--- src/design/weekly_alarm_table_matcher_core_assert.svh ---
// Assertion macros shared by the alarm table matcher modules.
`ifndef WEEKLY_ALARM_TABLE_MATCHER_CORE_ASSERT_SVH
`define WEEKLY_ALARM_TABLE_MATCHER_CORE_ASSERT_SVH

// Same-cycle implication, checked out of reset.
`define WATM_ASSERT_NOW(lbl, ante, cons, msg) \
  lbl: assert property (@(posedge clk) disable iff (!rst_n) (ante) |-> (cons)) \
    else $error(msg);

// Next-cycle implication, checked out of reset.
`define WATM_ASSERT_NEXT(lbl, ante, cons, msg) \
  lbl: assert property (@(posedge clk) disable iff (!rst_n) (ante) |=> (cons)) \
    else $error(msg);

`endif

--- src/design/watm_pkg.sv ---
// Types and constants for the weekly alarm table matcher.
`default_nettype none

package watm_pkg;

  // Request kinds
  localparam logic [1:0] KIND_CLEAR  = 2'd0;
  localparam logic [1:0] KIND_INSERT = 2'd1;
  localparam logic [1:0] KIND_TICK   = 2'd2;

  // Insert status codes
  localparam logic [1:0] STAT_OK       = 2'd0;
  localparam logic [1:0] STAT_CONFLICT = 2'd1;
  localparam logic [1:0] STAT_FULL     = 2'd2;
  localparam logic [1:0] STAT_NONE     = 2'd3;

  // Weekday code that wraps to Sunday
  localparam logic [2:0] WEEKDAY_SUNDAY_ALT = 3'd7;

  localparam int IN_TDATA_W  = 48;
  localparam int OUT_TDATA_W = 16;

  // One stored alarm
  typedef struct packed {
    logic [6:0] days;
    logic [4:0] hour;
    logic [5:0] minute;
    logic [7:0] tag;
  } entry_t;

  // Controller to datapath
  typedef struct packed {
    logic start;
    logic scan;
    logic finish;
  } cmd_t;

  // Datapath to controller
  typedef struct packed {
    logic needs_scan;
    logic scan_end;
  } sts_t;

endpackage

`default_nettype wire

--- src/design/watm_dpath.sv ---
// Datapath: request registers, alarm memory, scan compare and result register.
`default_nettype none

`include "weekly_alarm_table_matcher_core_assert.svh"

module watm_dpath #(
  parameter int TABLE_ENTRIES = 16,
  parameter int IDX_W         = 4,
  parameter int CNT_W         = 5
) (
  input  wire logic            clk,
  input  wire logic            rst_n,
  input  wire watm_pkg::cmd_t  cmd,
  output watm_pkg::sts_t       sts,
  input  wire logic [1:0]      in_kind,
  input  wire logic [6:0]      in_day_mask,
  input  wire logic [4:0]      in_alarm_hour,
  input  wire logic [5:0]      in_alarm_minute,
  input  wire logic [7:0]      in_event_tag,
  input  wire logic [2:0]      in_now_weekday,
  input  wire logic [4:0]      in_now_hour,
  input  wire logic [5:0]      in_now_minute,
  input  wire logic [5:0]      in_now_second,
  input  wire logic            cfg_wr_en,
  input  wire logic            cfg_wr_data,
  output logic [1:0]           out_insert_status,
  output logic                 out_matched,
  output logic                 out_fired,
  output logic [7:0]           out_match_tag,
  output logic [3:0]           out_match_slot
);

  // Latched request
  logic [1:0]       kind_r;
  logic [6:0]       mask_r;
  logic [4:0]       hour_r;
  logic [5:0]       minute_r;
  logic [7:0]       tag_r;

  // Control state
  logic             enable_r;
  logic [CNT_W-1:0] count_r;
  logic [CNT_W-1:0] rd_addr_r;
  logic             cmp_valid_r;
  logic [IDX_W-1:0] cmp_idx_r;
  logic             hit_r;
  logic [IDX_W-1:0] hit_slot_r;
  logic [7:0]       hit_tag_r;

  // Memory
  watm_pkg::entry_t mem [TABLE_ENTRIES];
  watm_pkg::entry_t rd_data_r;

  logic [2:0]       wd_fix;
  logic [6:0]       day_bit;
  logic             issue;
  logic             hit;
  logic             full;
  logic             wr_en;
  logic [IDX_W+3:0] slot_ext;

  // Weekday to day-mask bit, seven wraps to Sunday
  assign wd_fix  = (in_now_weekday == watm_pkg::WEEKDAY_SUNDAY_ALT) ? 3'd0 : in_now_weekday;
  assign day_bit = 7'd1 << wd_fix;

  assign sts.needs_scan = (in_kind == watm_pkg::KIND_INSERT) ||
                          ((in_kind == watm_pkg::KIND_TICK) && (in_now_second == 6'd0));

  // Scan issue and compare stage
  assign issue = cmd.scan && (rd_addr_r < count_r);
  assign hit   = cmp_valid_r && ((rd_data_r.days & mask_r) != 7'd0) &&
                 (rd_data_r.hour == hour_r) && (rd_data_r.minute == minute_r);
  assign sts.scan_end = hit || (!issue && !cmp_valid_r);

  assign full  = (count_r == CNT_W'(TABLE_ENTRIES));
  assign wr_en = cmd.finish && (kind_r == watm_pkg::KIND_INSERT) && !hit_r && !full;

  assign slot_ext = {4'd0, hit_slot_r};

  // Request capture
  always_ff @(posedge clk) begin
    if (cmd.start) begin
      kind_r   <= in_kind;
      tag_r    <= in_event_tag;
      if (in_kind == watm_pkg::KIND_TICK) begin
        mask_r   <= day_bit;
        hour_r   <= in_now_hour;
        minute_r <= in_now_minute;
      end else begin
        mask_r   <= in_day_mask;
        hour_r   <= in_alarm_hour;
        minute_r <= in_alarm_minute;
      end
    end
  end

  // Alarm memory, one write and one registered read port
  always_ff @(posedge clk) begin
    if (wr_en) begin
      mem[count_r[IDX_W-1:0]] <= '{days: mask_r, hour: hour_r, minute: minute_r, tag: tag_r};
    end
    if (issue) begin
      rd_data_r <= mem[rd_addr_r[IDX_W-1:0]];
    end
  end

  // Scan control, hit capture, fill count and enable
  always_ff @(posedge clk) begin
    if (!rst_n) begin
      enable_r    <= 1'b0;
      count_r     <= '0;
      rd_addr_r   <= '0;
      cmp_valid_r <= 1'b0;
      hit_r       <= 1'b0;
    end else begin
      if (cfg_wr_en) begin
        enable_r <= cfg_wr_data;
      end
      if (cmd.start) begin
        rd_addr_r   <= '0;
        cmp_valid_r <= 1'b0;
        hit_r       <= 1'b0;
      end else begin
        cmp_valid_r <= issue;
        if (issue) begin
          rd_addr_r <= rd_addr_r + CNT_W'(1);
        end
        if (cmd.scan && hit) begin
          hit_r <= 1'b1;
        end
      end
      if (cmd.finish && (kind_r == watm_pkg::KIND_CLEAR)) begin
        count_r <= '0;
      end else if (wr_en) begin
        count_r <= count_r + CNT_W'(1);
      end
    end
  end

  // Hit payload
  always_ff @(posedge clk) begin
    if (issue) begin
      cmp_idx_r <= rd_addr_r[IDX_W-1:0];
    end
    if (cmd.scan && hit) begin
      hit_slot_r <= cmp_idx_r;
      hit_tag_r  <= rd_data_r.tag;
    end
  end

  // Result register
  always_ff @(posedge clk) begin
    if (cmd.finish) begin
      out_insert_status <= watm_pkg::STAT_NONE;
      out_matched       <= 1'b0;
      out_fired         <= 1'b0;
      out_match_tag     <= 8'd0;
      out_match_slot    <= 4'd0;
      case (kind_r)
        watm_pkg::KIND_INSERT: begin
          if (hit_r) begin
            out_insert_status <= watm_pkg::STAT_CONFLICT;
          end else if (full) begin
            out_insert_status <= watm_pkg::STAT_FULL;
          end else begin
            out_insert_status <= watm_pkg::STAT_OK;
          end
        end
        watm_pkg::KIND_TICK: begin
          if (hit_r) begin
            out_matched    <= 1'b1;
            out_fired      <= enable_r;
            out_match_tag  <= hit_tag_r;
            out_match_slot <= slot_ext[3:0];
          end
        end
        default: begin
        end
      endcase
    end
  end

  `WATM_ASSERT_NOW(a_count_bound, 1'b1, count_r <= CNT_W'(TABLE_ENTRIES), "fill count overflow")
  `WATM_ASSERT_NEXT(a_clear_empties, cmd.finish && (kind_r == watm_pkg::KIND_CLEAR), count_r == '0, "clear left entries")
  `WATM_ASSERT_NOW(a_scan_no_stale_hit, cmd.scan, !hit_r, "scan running after a hit")

endmodule

`default_nettype wire

--- src/design/watm_ctrl.sv ---
// Controller: accept, scan and result handoff sequencing.
`default_nettype none

`include "weekly_alarm_table_matcher_core_assert.svh"

module watm_ctrl (
  input  wire logic            clk,
  input  wire logic            rst_n,
  input  wire logic            in_tvalid,
  output logic                 in_tready,
  output logic                 out_tvalid,
  input  wire logic            out_tready,
  output watm_pkg::cmd_t       cmd,
  input  wire watm_pkg::sts_t  sts
);

  localparam logic [1:0] ST_IDLE = 2'd0;
  localparam logic [1:0] ST_SCAN = 2'd1;
  localparam logic [1:0] ST_DONE = 2'd2;

  logic [1:0] state_r, state_nxt;
  logic       out_valid_r, out_valid_nxt;
  logic       out_free;

  assign in_tready  = (state_r == ST_IDLE);
  assign out_tvalid = out_valid_r;
  assign out_free   = !out_valid_r || out_tready;

  assign cmd.start  = in_tvalid && in_tready;
  assign cmd.scan   = (state_r == ST_SCAN);
  assign cmd.finish = (state_r == ST_DONE) && out_free;

  // Next state
  always_comb begin
    state_nxt = state_r;
    unique case (state_r)
      ST_IDLE: begin
        if (cmd.start) begin
          state_nxt = sts.needs_scan ? ST_SCAN : ST_DONE;
        end
      end
      ST_SCAN: begin
        if (sts.scan_end) begin
          state_nxt = ST_DONE;
        end
      end
      ST_DONE: begin
        if (out_free) begin
          state_nxt = ST_IDLE;
        end
      end
      default: begin
        state_nxt = ST_IDLE;
      end
    endcase
  end

  // Output valid: set on load, cleared when taken
  always_comb begin
    if (cmd.finish) begin
      out_valid_nxt = 1'b1;
    end else if (out_tready) begin
      out_valid_nxt = 1'b0;
    end else begin
      out_valid_nxt = out_valid_r;
    end
  end

  always_ff @(posedge clk) begin
    if (!rst_n) begin
      state_r     <= ST_IDLE;
      out_valid_r <= 1'b0;
    end else begin
      state_r     <= state_nxt;
      out_valid_r <= out_valid_nxt;
    end
  end

  `WATM_ASSERT_NEXT(a_start_busy, cmd.start, state_r != ST_IDLE, "accepted request left idle")
  `WATM_ASSERT_NEXT(a_scan_to_done, cmd.scan && sts.scan_end, state_r == ST_DONE, "scan end lost")
  `WATM_ASSERT_NEXT(a_finish_valid, cmd.finish, out_valid_r, "result not presented")

endmodule

`default_nettype wire

--- src/design/weekly_alarm_table_matcher_core.sv ---
// Weekly alarm table matcher: up to TABLE_ENTRIES alarms, one request at a time.
// Clears, unused kinds and ticks off second zero go from accept straight to the result register;
// inserts and ticks on second zero first scan the entries in use, one entry per cycle through
// the single read port of the alarm memory; a result not yet taken stalls the handoff to the output.
// A new request is accepted only after the previous result has been loaded for output.
// Reset (rst_n low, synchronous): table empty, scheduler disabled, no result pending.
`default_nettype none

module weekly_alarm_table_matcher_core #(
  parameter int TABLE_ENTRIES = 16
) (
  input  wire logic                              clk,
  input  wire logic                              rst_n,
  // Request channel
  input  wire logic                              in_tvalid,
  output logic                                   in_tready,
  // day_mask[6:0], alarm_hour[11:7], alarm_minute[17:12], event_tag[25:18],
  // now_weekday[28:26], now_hour[33:29], now_minute[39:34], now_second[45:40]
  input  wire logic [watm_pkg::IN_TDATA_W-1:0]   in_tdata,
  // kind[1:0]
  input  wire logic [1:0]                        in_tuser,
  // Result channel
  output logic                                   out_tvalid,
  input  wire logic                              out_tready,
  // insert_status[1:0], matched[2], fired[3], match_tag[11:4], match_slot[15:12]
  output logic [watm_pkg::OUT_TDATA_W-1:0]       out_tdata,
  // Configuration
  input  wire logic                              cfg_wr_en,
  input  wire logic                              cfg_wr_data
);

  localparam int IDX_W = (TABLE_ENTRIES > 1) ? $clog2(TABLE_ENTRIES) : 1;
  localparam int CNT_W = $clog2(TABLE_ENTRIES + 1);

  watm_pkg::cmd_t cmd;
  watm_pkg::sts_t sts;

  logic [1:0] res_status;
  logic       res_matched;
  logic       res_fired;
  logic [7:0] res_tag;
  logic [3:0] res_slot;

  watm_ctrl u_ctrl (
    .clk        (clk),
    .rst_n      (rst_n),
    .in_tvalid  (in_tvalid),
    .in_tready  (in_tready),
    .out_tvalid (out_tvalid),
    .out_tready (out_tready),
    .cmd        (cmd),
    .sts        (sts)
  );

  watm_dpath #(
    .TABLE_ENTRIES (TABLE_ENTRIES),
    .IDX_W         (IDX_W),
    .CNT_W         (CNT_W)
  ) u_dpath (
    .clk               (clk),
    .rst_n             (rst_n),
    .cmd               (cmd),
    .sts               (sts),
    .in_kind           (in_tuser),
    .in_day_mask       (in_tdata[6:0]),
    .in_alarm_hour     (in_tdata[11:7]),
    .in_alarm_minute   (in_tdata[17:12]),
    .in_event_tag      (in_tdata[25:18]),
    .in_now_weekday    (in_tdata[28:26]),
    .in_now_hour       (in_tdata[33:29]),
    .in_now_minute     (in_tdata[39:34]),
    .in_now_second     (in_tdata[45:40]),
    .cfg_wr_en         (cfg_wr_en),
    .cfg_wr_data       (cfg_wr_data),
    .out_insert_status (res_status),
    .out_matched       (res_matched),
    .out_fired         (res_fired),
    .out_match_tag     (res_tag),
    .out_match_slot    (res_slot)
  );

  // Pack the result
  assign out_tdata = {res_slot, res_tag, res_fired, res_matched, res_status};

endmodule

`default_nettype wire
--- config.mk ---
export PLATFORM = sky130hd
export DESIGN_NAME = weekly_alarm_table_matcher_core
export DESIGN_NICKNAME = d
export VERILOG_FILES = /design/src/design/watm_pkg.sv /design/src/design/watm_dpath.sv /design/src/design/watm_ctrl.sv /design/src/design/weekly_alarm_table_matcher_core.sv
export VERILOG_INCLUDE_DIRS = /design/src /design/src/design
export SDC_FILE = /design/constraint.sdc
export NUM_CORES = 1
export LEC_CHECK = 0
export BUFFER_PORTS_ARGS = -buffer_cell sky130_fd_sc_hd__buf_4
export CAP_MARGIN = 15
export CORE_UTILIZATION = 64
export DETAILED_ROUTE_END_ITERATION = 12
export MAX_ROUTING_LAYER = met4
export PLACE_DENSITY = 0.82
export SETUP_SLACK_MARGIN = 0.02
export SLEW_MARGIN = 20
export SYNTH_ARGS = -nofsm -noshare
export SYNTH_HDL_FRONTEND = slang
export SYNTH_SLANG_ARGS = --single-unit
--- constraint.sdc ---
create_clock -name clk -period 5.82 [get_ports clk]
set_input_delay 0.582 -clock clk [delete_from_list [all_inputs] [get_ports clk]]
set_output_delay 0.582 -clock clk [all_outputs]
set_load 0.01 [all_outputs]
==> results_dict.tcl <==
set metrics [dict create \
    run_status "complete, no violations" \
    pin_count_of_the_biggest_net_entering_global_routing 88 \
    starting_density_of_the_core_pct 65.2 \
    die-area_um2 32000 \
    power_density_nw_per_um2 324 \
    highest_net_fanout_along_the_worst_path 26 \
    power_switching_w 0.00145 \
    finalNetCount 1125 \
    postSynth.topFlopCell "sky130_fd_sc_hd__edfxtp_1" \
    resized_cells_post_cts 0 \
    clock_latency_ns 0.56 \
    fraction_of_layout_cells_with_a_size_suffix_above_1_pct 26.9 \
    grt-ovfl-total 0 \
    ant_nets 0 \
    drtPass1Iterations 5 \
    timing.max_slew.rel_slack_pct 26.6 \
    peakVddDrop_uv 281 \
    routed_via_count 9997 \
    timing.final.ws_setup_ns 2.39 \
    rows 64 \
    cp.required_ns 5.99 \
    synth_enable_flop_cells 502 \
    synthCells 968 \
    antenna_found_initial 1 \
    cp_num_buf_inv 1 \
    timing_worst_slew_pin_value_ns 1.10 \
    drt-initial-drc-count 1222 \
    io_pins 74 \
    cts.repair_timing.setup_buffer_count 0 \
    grt_pass1_wl_mm 62.0 \
    setup_viol 0 \
    drv.max_cap_violation_count 0 \
    worst_ep_arrival_time_ns 3.60 \
    combinationalPowerShare_pct 1.9 \
    synth_top_area_share_pct 75.4 \
    worstSetupStartpointType "flip-flop" \
    dominant_delay_contributor_by_cell_family_on_the_critical_path "simple AND/OR/NAND/NOR gates" \
    cellInternalPower_w 0.00588 \
    utilization_pct 73.8 \
    clock-root-buffer "sky130_fd_sc_hd__clkbuf_16" \
    critical_path_class "reg2reg" \
    die_x_um 179 \
    place_congestion 0.844 \
    power.clock.fraction_pct 40.6 \
    ys_seq_elements 518 \
    finished_layout_cells 1494 \
    die_height_um 179 \
    yosys-top-cells-count "502 x sky130_fd_sc_hd__edfxtp_1, 104 x sky130_fd_sc_hd__mux4_2, 39 x sky130_fd_sc_hd__a21oi_1" \
    wl_per_cell_um 28.0 \
    tritoncts "yes" \
    grt_usage_pct 28.2 \
    place.detailed.instances 1401 \
    share_seq_of_total_power_pct 57.5 \
    post-route-drc-count 0 \
    synth.yosys.seq_area_share_pct 77.0 \
    critical_path.endpoint_type "flip-flop" \
    synthDominantAreaCellType "sky130_fd_sc_hd__edfxtp_1" \
    post-route-period-util_pct 58.9 \
    cts_made_buffers 50 \
    timing.fmax_mhz 292 \
    routed_via_density 6.69 \
    grt_pass1_vias 10000 \
    critical_path.cell_chain "inv_1 -> ha_1 -> nand4bb_1 -> nor4b_2 -> nand2_1 -> nor2_4" \
    critical-path-slowest-cell "sky130_fd_sc_hd__nor2_4" \
    final.setup_skew_ns 0.0137 \
    finalHoldViolCount 0 \
    worst-r2r-cell-count 6 \
    postSynthNetCount 1033 \
    place_worst_setup_slack_ns 2.55 \
    port_buffers 71 \
    worstHoldPathCells 1 \
    final.min_clock_period_ns 3.43 \
    synth.lib_cells_used.distinct 52 \
    clock_buffer_depth 3 \
    hold_path.class "in2reg" \
    synth.most_common_cell "sky130_fd_sc_hd__edfxtp_1" \
    path_clk_slew_ns 0.06 \
    cts.sinks 518 \
    fin_tns_setup_ns 0 \
    cts_hold_buffers 0 \
    synth.yosys.warnings 0 \
    layout_stage_area_growth_over_the_synthesis_result_pct 13.1 \
    unrepaired_setup_endpoints_after_global_routing "false" \
    detail_route.wirelength_mm 41.8 \
    dp.final_hpwl_mm 20.8 \
    synthesis.area_um2 20000 \
    power.switching_fraction_pct 19.7 \
    ctsHtreeMaxLevel 2 \
    post_synth_main_area_contributors "sky130_fd_sc_hd__edfxtp_1 75%, sky130_fd_sc_hd__mux4_2 12%, sky130_fd_sc_hd__dfxtp_1 1.6%" \
    finalPower_w 0.00733 \
    async_reset_ff_share_pct 0 \
    core_region_area_um2 30700 \
    cp_num_cells 6 \
    postSynthAreaPerCell_um2 20.7 \
    slew_viol_final 0 \
    worst_path_largest_cell_delay_ns 0.93 \
    static-leakage-power_nw 6.99 \
]
[registers in the layout, indices dropped and copies added, names as in the netlist]
signal	count
u_dpath.cmp_valid_r	1
u_dpath.tag_r	8
u_dpath.out_matched	1
u_dpath.hit_slot_r	4
u_dpath.hour_r	5
u_dpath.out_insert_status	2
u_ctrl.out_tvalid	1
u_dpath.hit_tag_r	8
u_dpath.out_match_slot	4
u_dpath.hit_r	1
u_ctrl.state_r	2
u_dpath.rd_addr_r	5
u_dpath.rd_data_r	26
u_dpath.out_match_tag	8
u_dpath.mem	416
u_dpath.kind_r	2
u_dpath.out_fired	1
u_dpath.mask_r	7
u_dpath.minute_r	6
u_dpath.cmp_idx_r	4
u_dpath.enable_r	1
u_dpath.count_r	5
[routing by layer]
metal / vias to the layer above / GRT usage [%] / part of all wire (%)
met2: 617 / 45.2 / 50
met1: 5115 / 37.7 / 38
li1: 4164 / - / -
met4: 0 / 9.71 / 3.2
met5: - / - / 0
met3: 101 / 4.26 / 8.2
[final cells by class]
| class | count | area (um^2) |
|---|---|---|
| multi-input cells | 390 | 4460 |
| diodes | 1 | 2.50 |
| repair buffers | 90 | 752 |
| inverters | 10 | 37.5 |
| clock buffers | 74 | 1370 |
| flip-flops and latches | 518 | 15400 |
| clock inverters | 15 | 96.3 |
| well taps | 396 | 495 |
| fillers | 1634 | 8050 |
[through the flow]
| step | area [um^2] | hold slack, ns |
|---|---|---|
| floorplan | 20000 | 0.400 |
| global placement | 21000 | 0.401 |
| detailed placement | 21100 | 0.405 |
| CTS | 22500 | 0.181 |
| global route | 22600 | 0.178 |
| finish | 22600 | 0.198 |
[power groups by stage]
stage               clock, W  sequential [W]  combinational (W)
finish               0.00298         0.00421           0.000139
global route         0.00313         0.00422           0.000150
CTS                  0.00299         0.00421           0.000139
detailed placement         0         0.00429           0.000137
global placement           0         0.00428           0.000132
floorplan                  0         0.00427          0.0000679
[worst paths after layout]
path	startpoint	end	slack (ns)
min	in_tdata[21]	u_dpath.tag_r[3]	0.20
max	u_dpath.count_r[0]	u_dpath.mem[9][8]	2.39
min reg2reg	u_dpath.rd_data_r[0]	u_dpath.hit_tag_r[0]	0.42
max reg2reg	u_dpath.count_r[0]	u_dpath.mem[9][8]	2.39
[cell families (layout without fill, tap and decap cells)]
group / after synthesis / count (layout) / synth area share, %
flip-flops: 518 / 518 / 77.0
multiplexers: 143 / 143 / 13.7
AND/OR/NAND/NOR: 125 / 125 / 3.54
AO/OA/AOI/OAI: 101 / 101 / 3.36
buffers and inverters: 60 / 189 / 1.28
XOR/XNOR: 12 / 12 / 0.526
adder cells (fa/ha/maj): 9 / 9 / 0.563
other: 0 / 1 / 0
[layout by cell type, fill, tap and decap left out, drive strengths merged, types with 20 or more instances in the layout]
cell type / instances
a211oi: 28
a21oi: 39
buf: 90
clkbuf: 74
edfxtp: 502
mux2i: 28
mux4: 104
nand2: 20
nor2: 20
nor2b: 30
No activity file was read; power rests on OpenSTA's default activity.
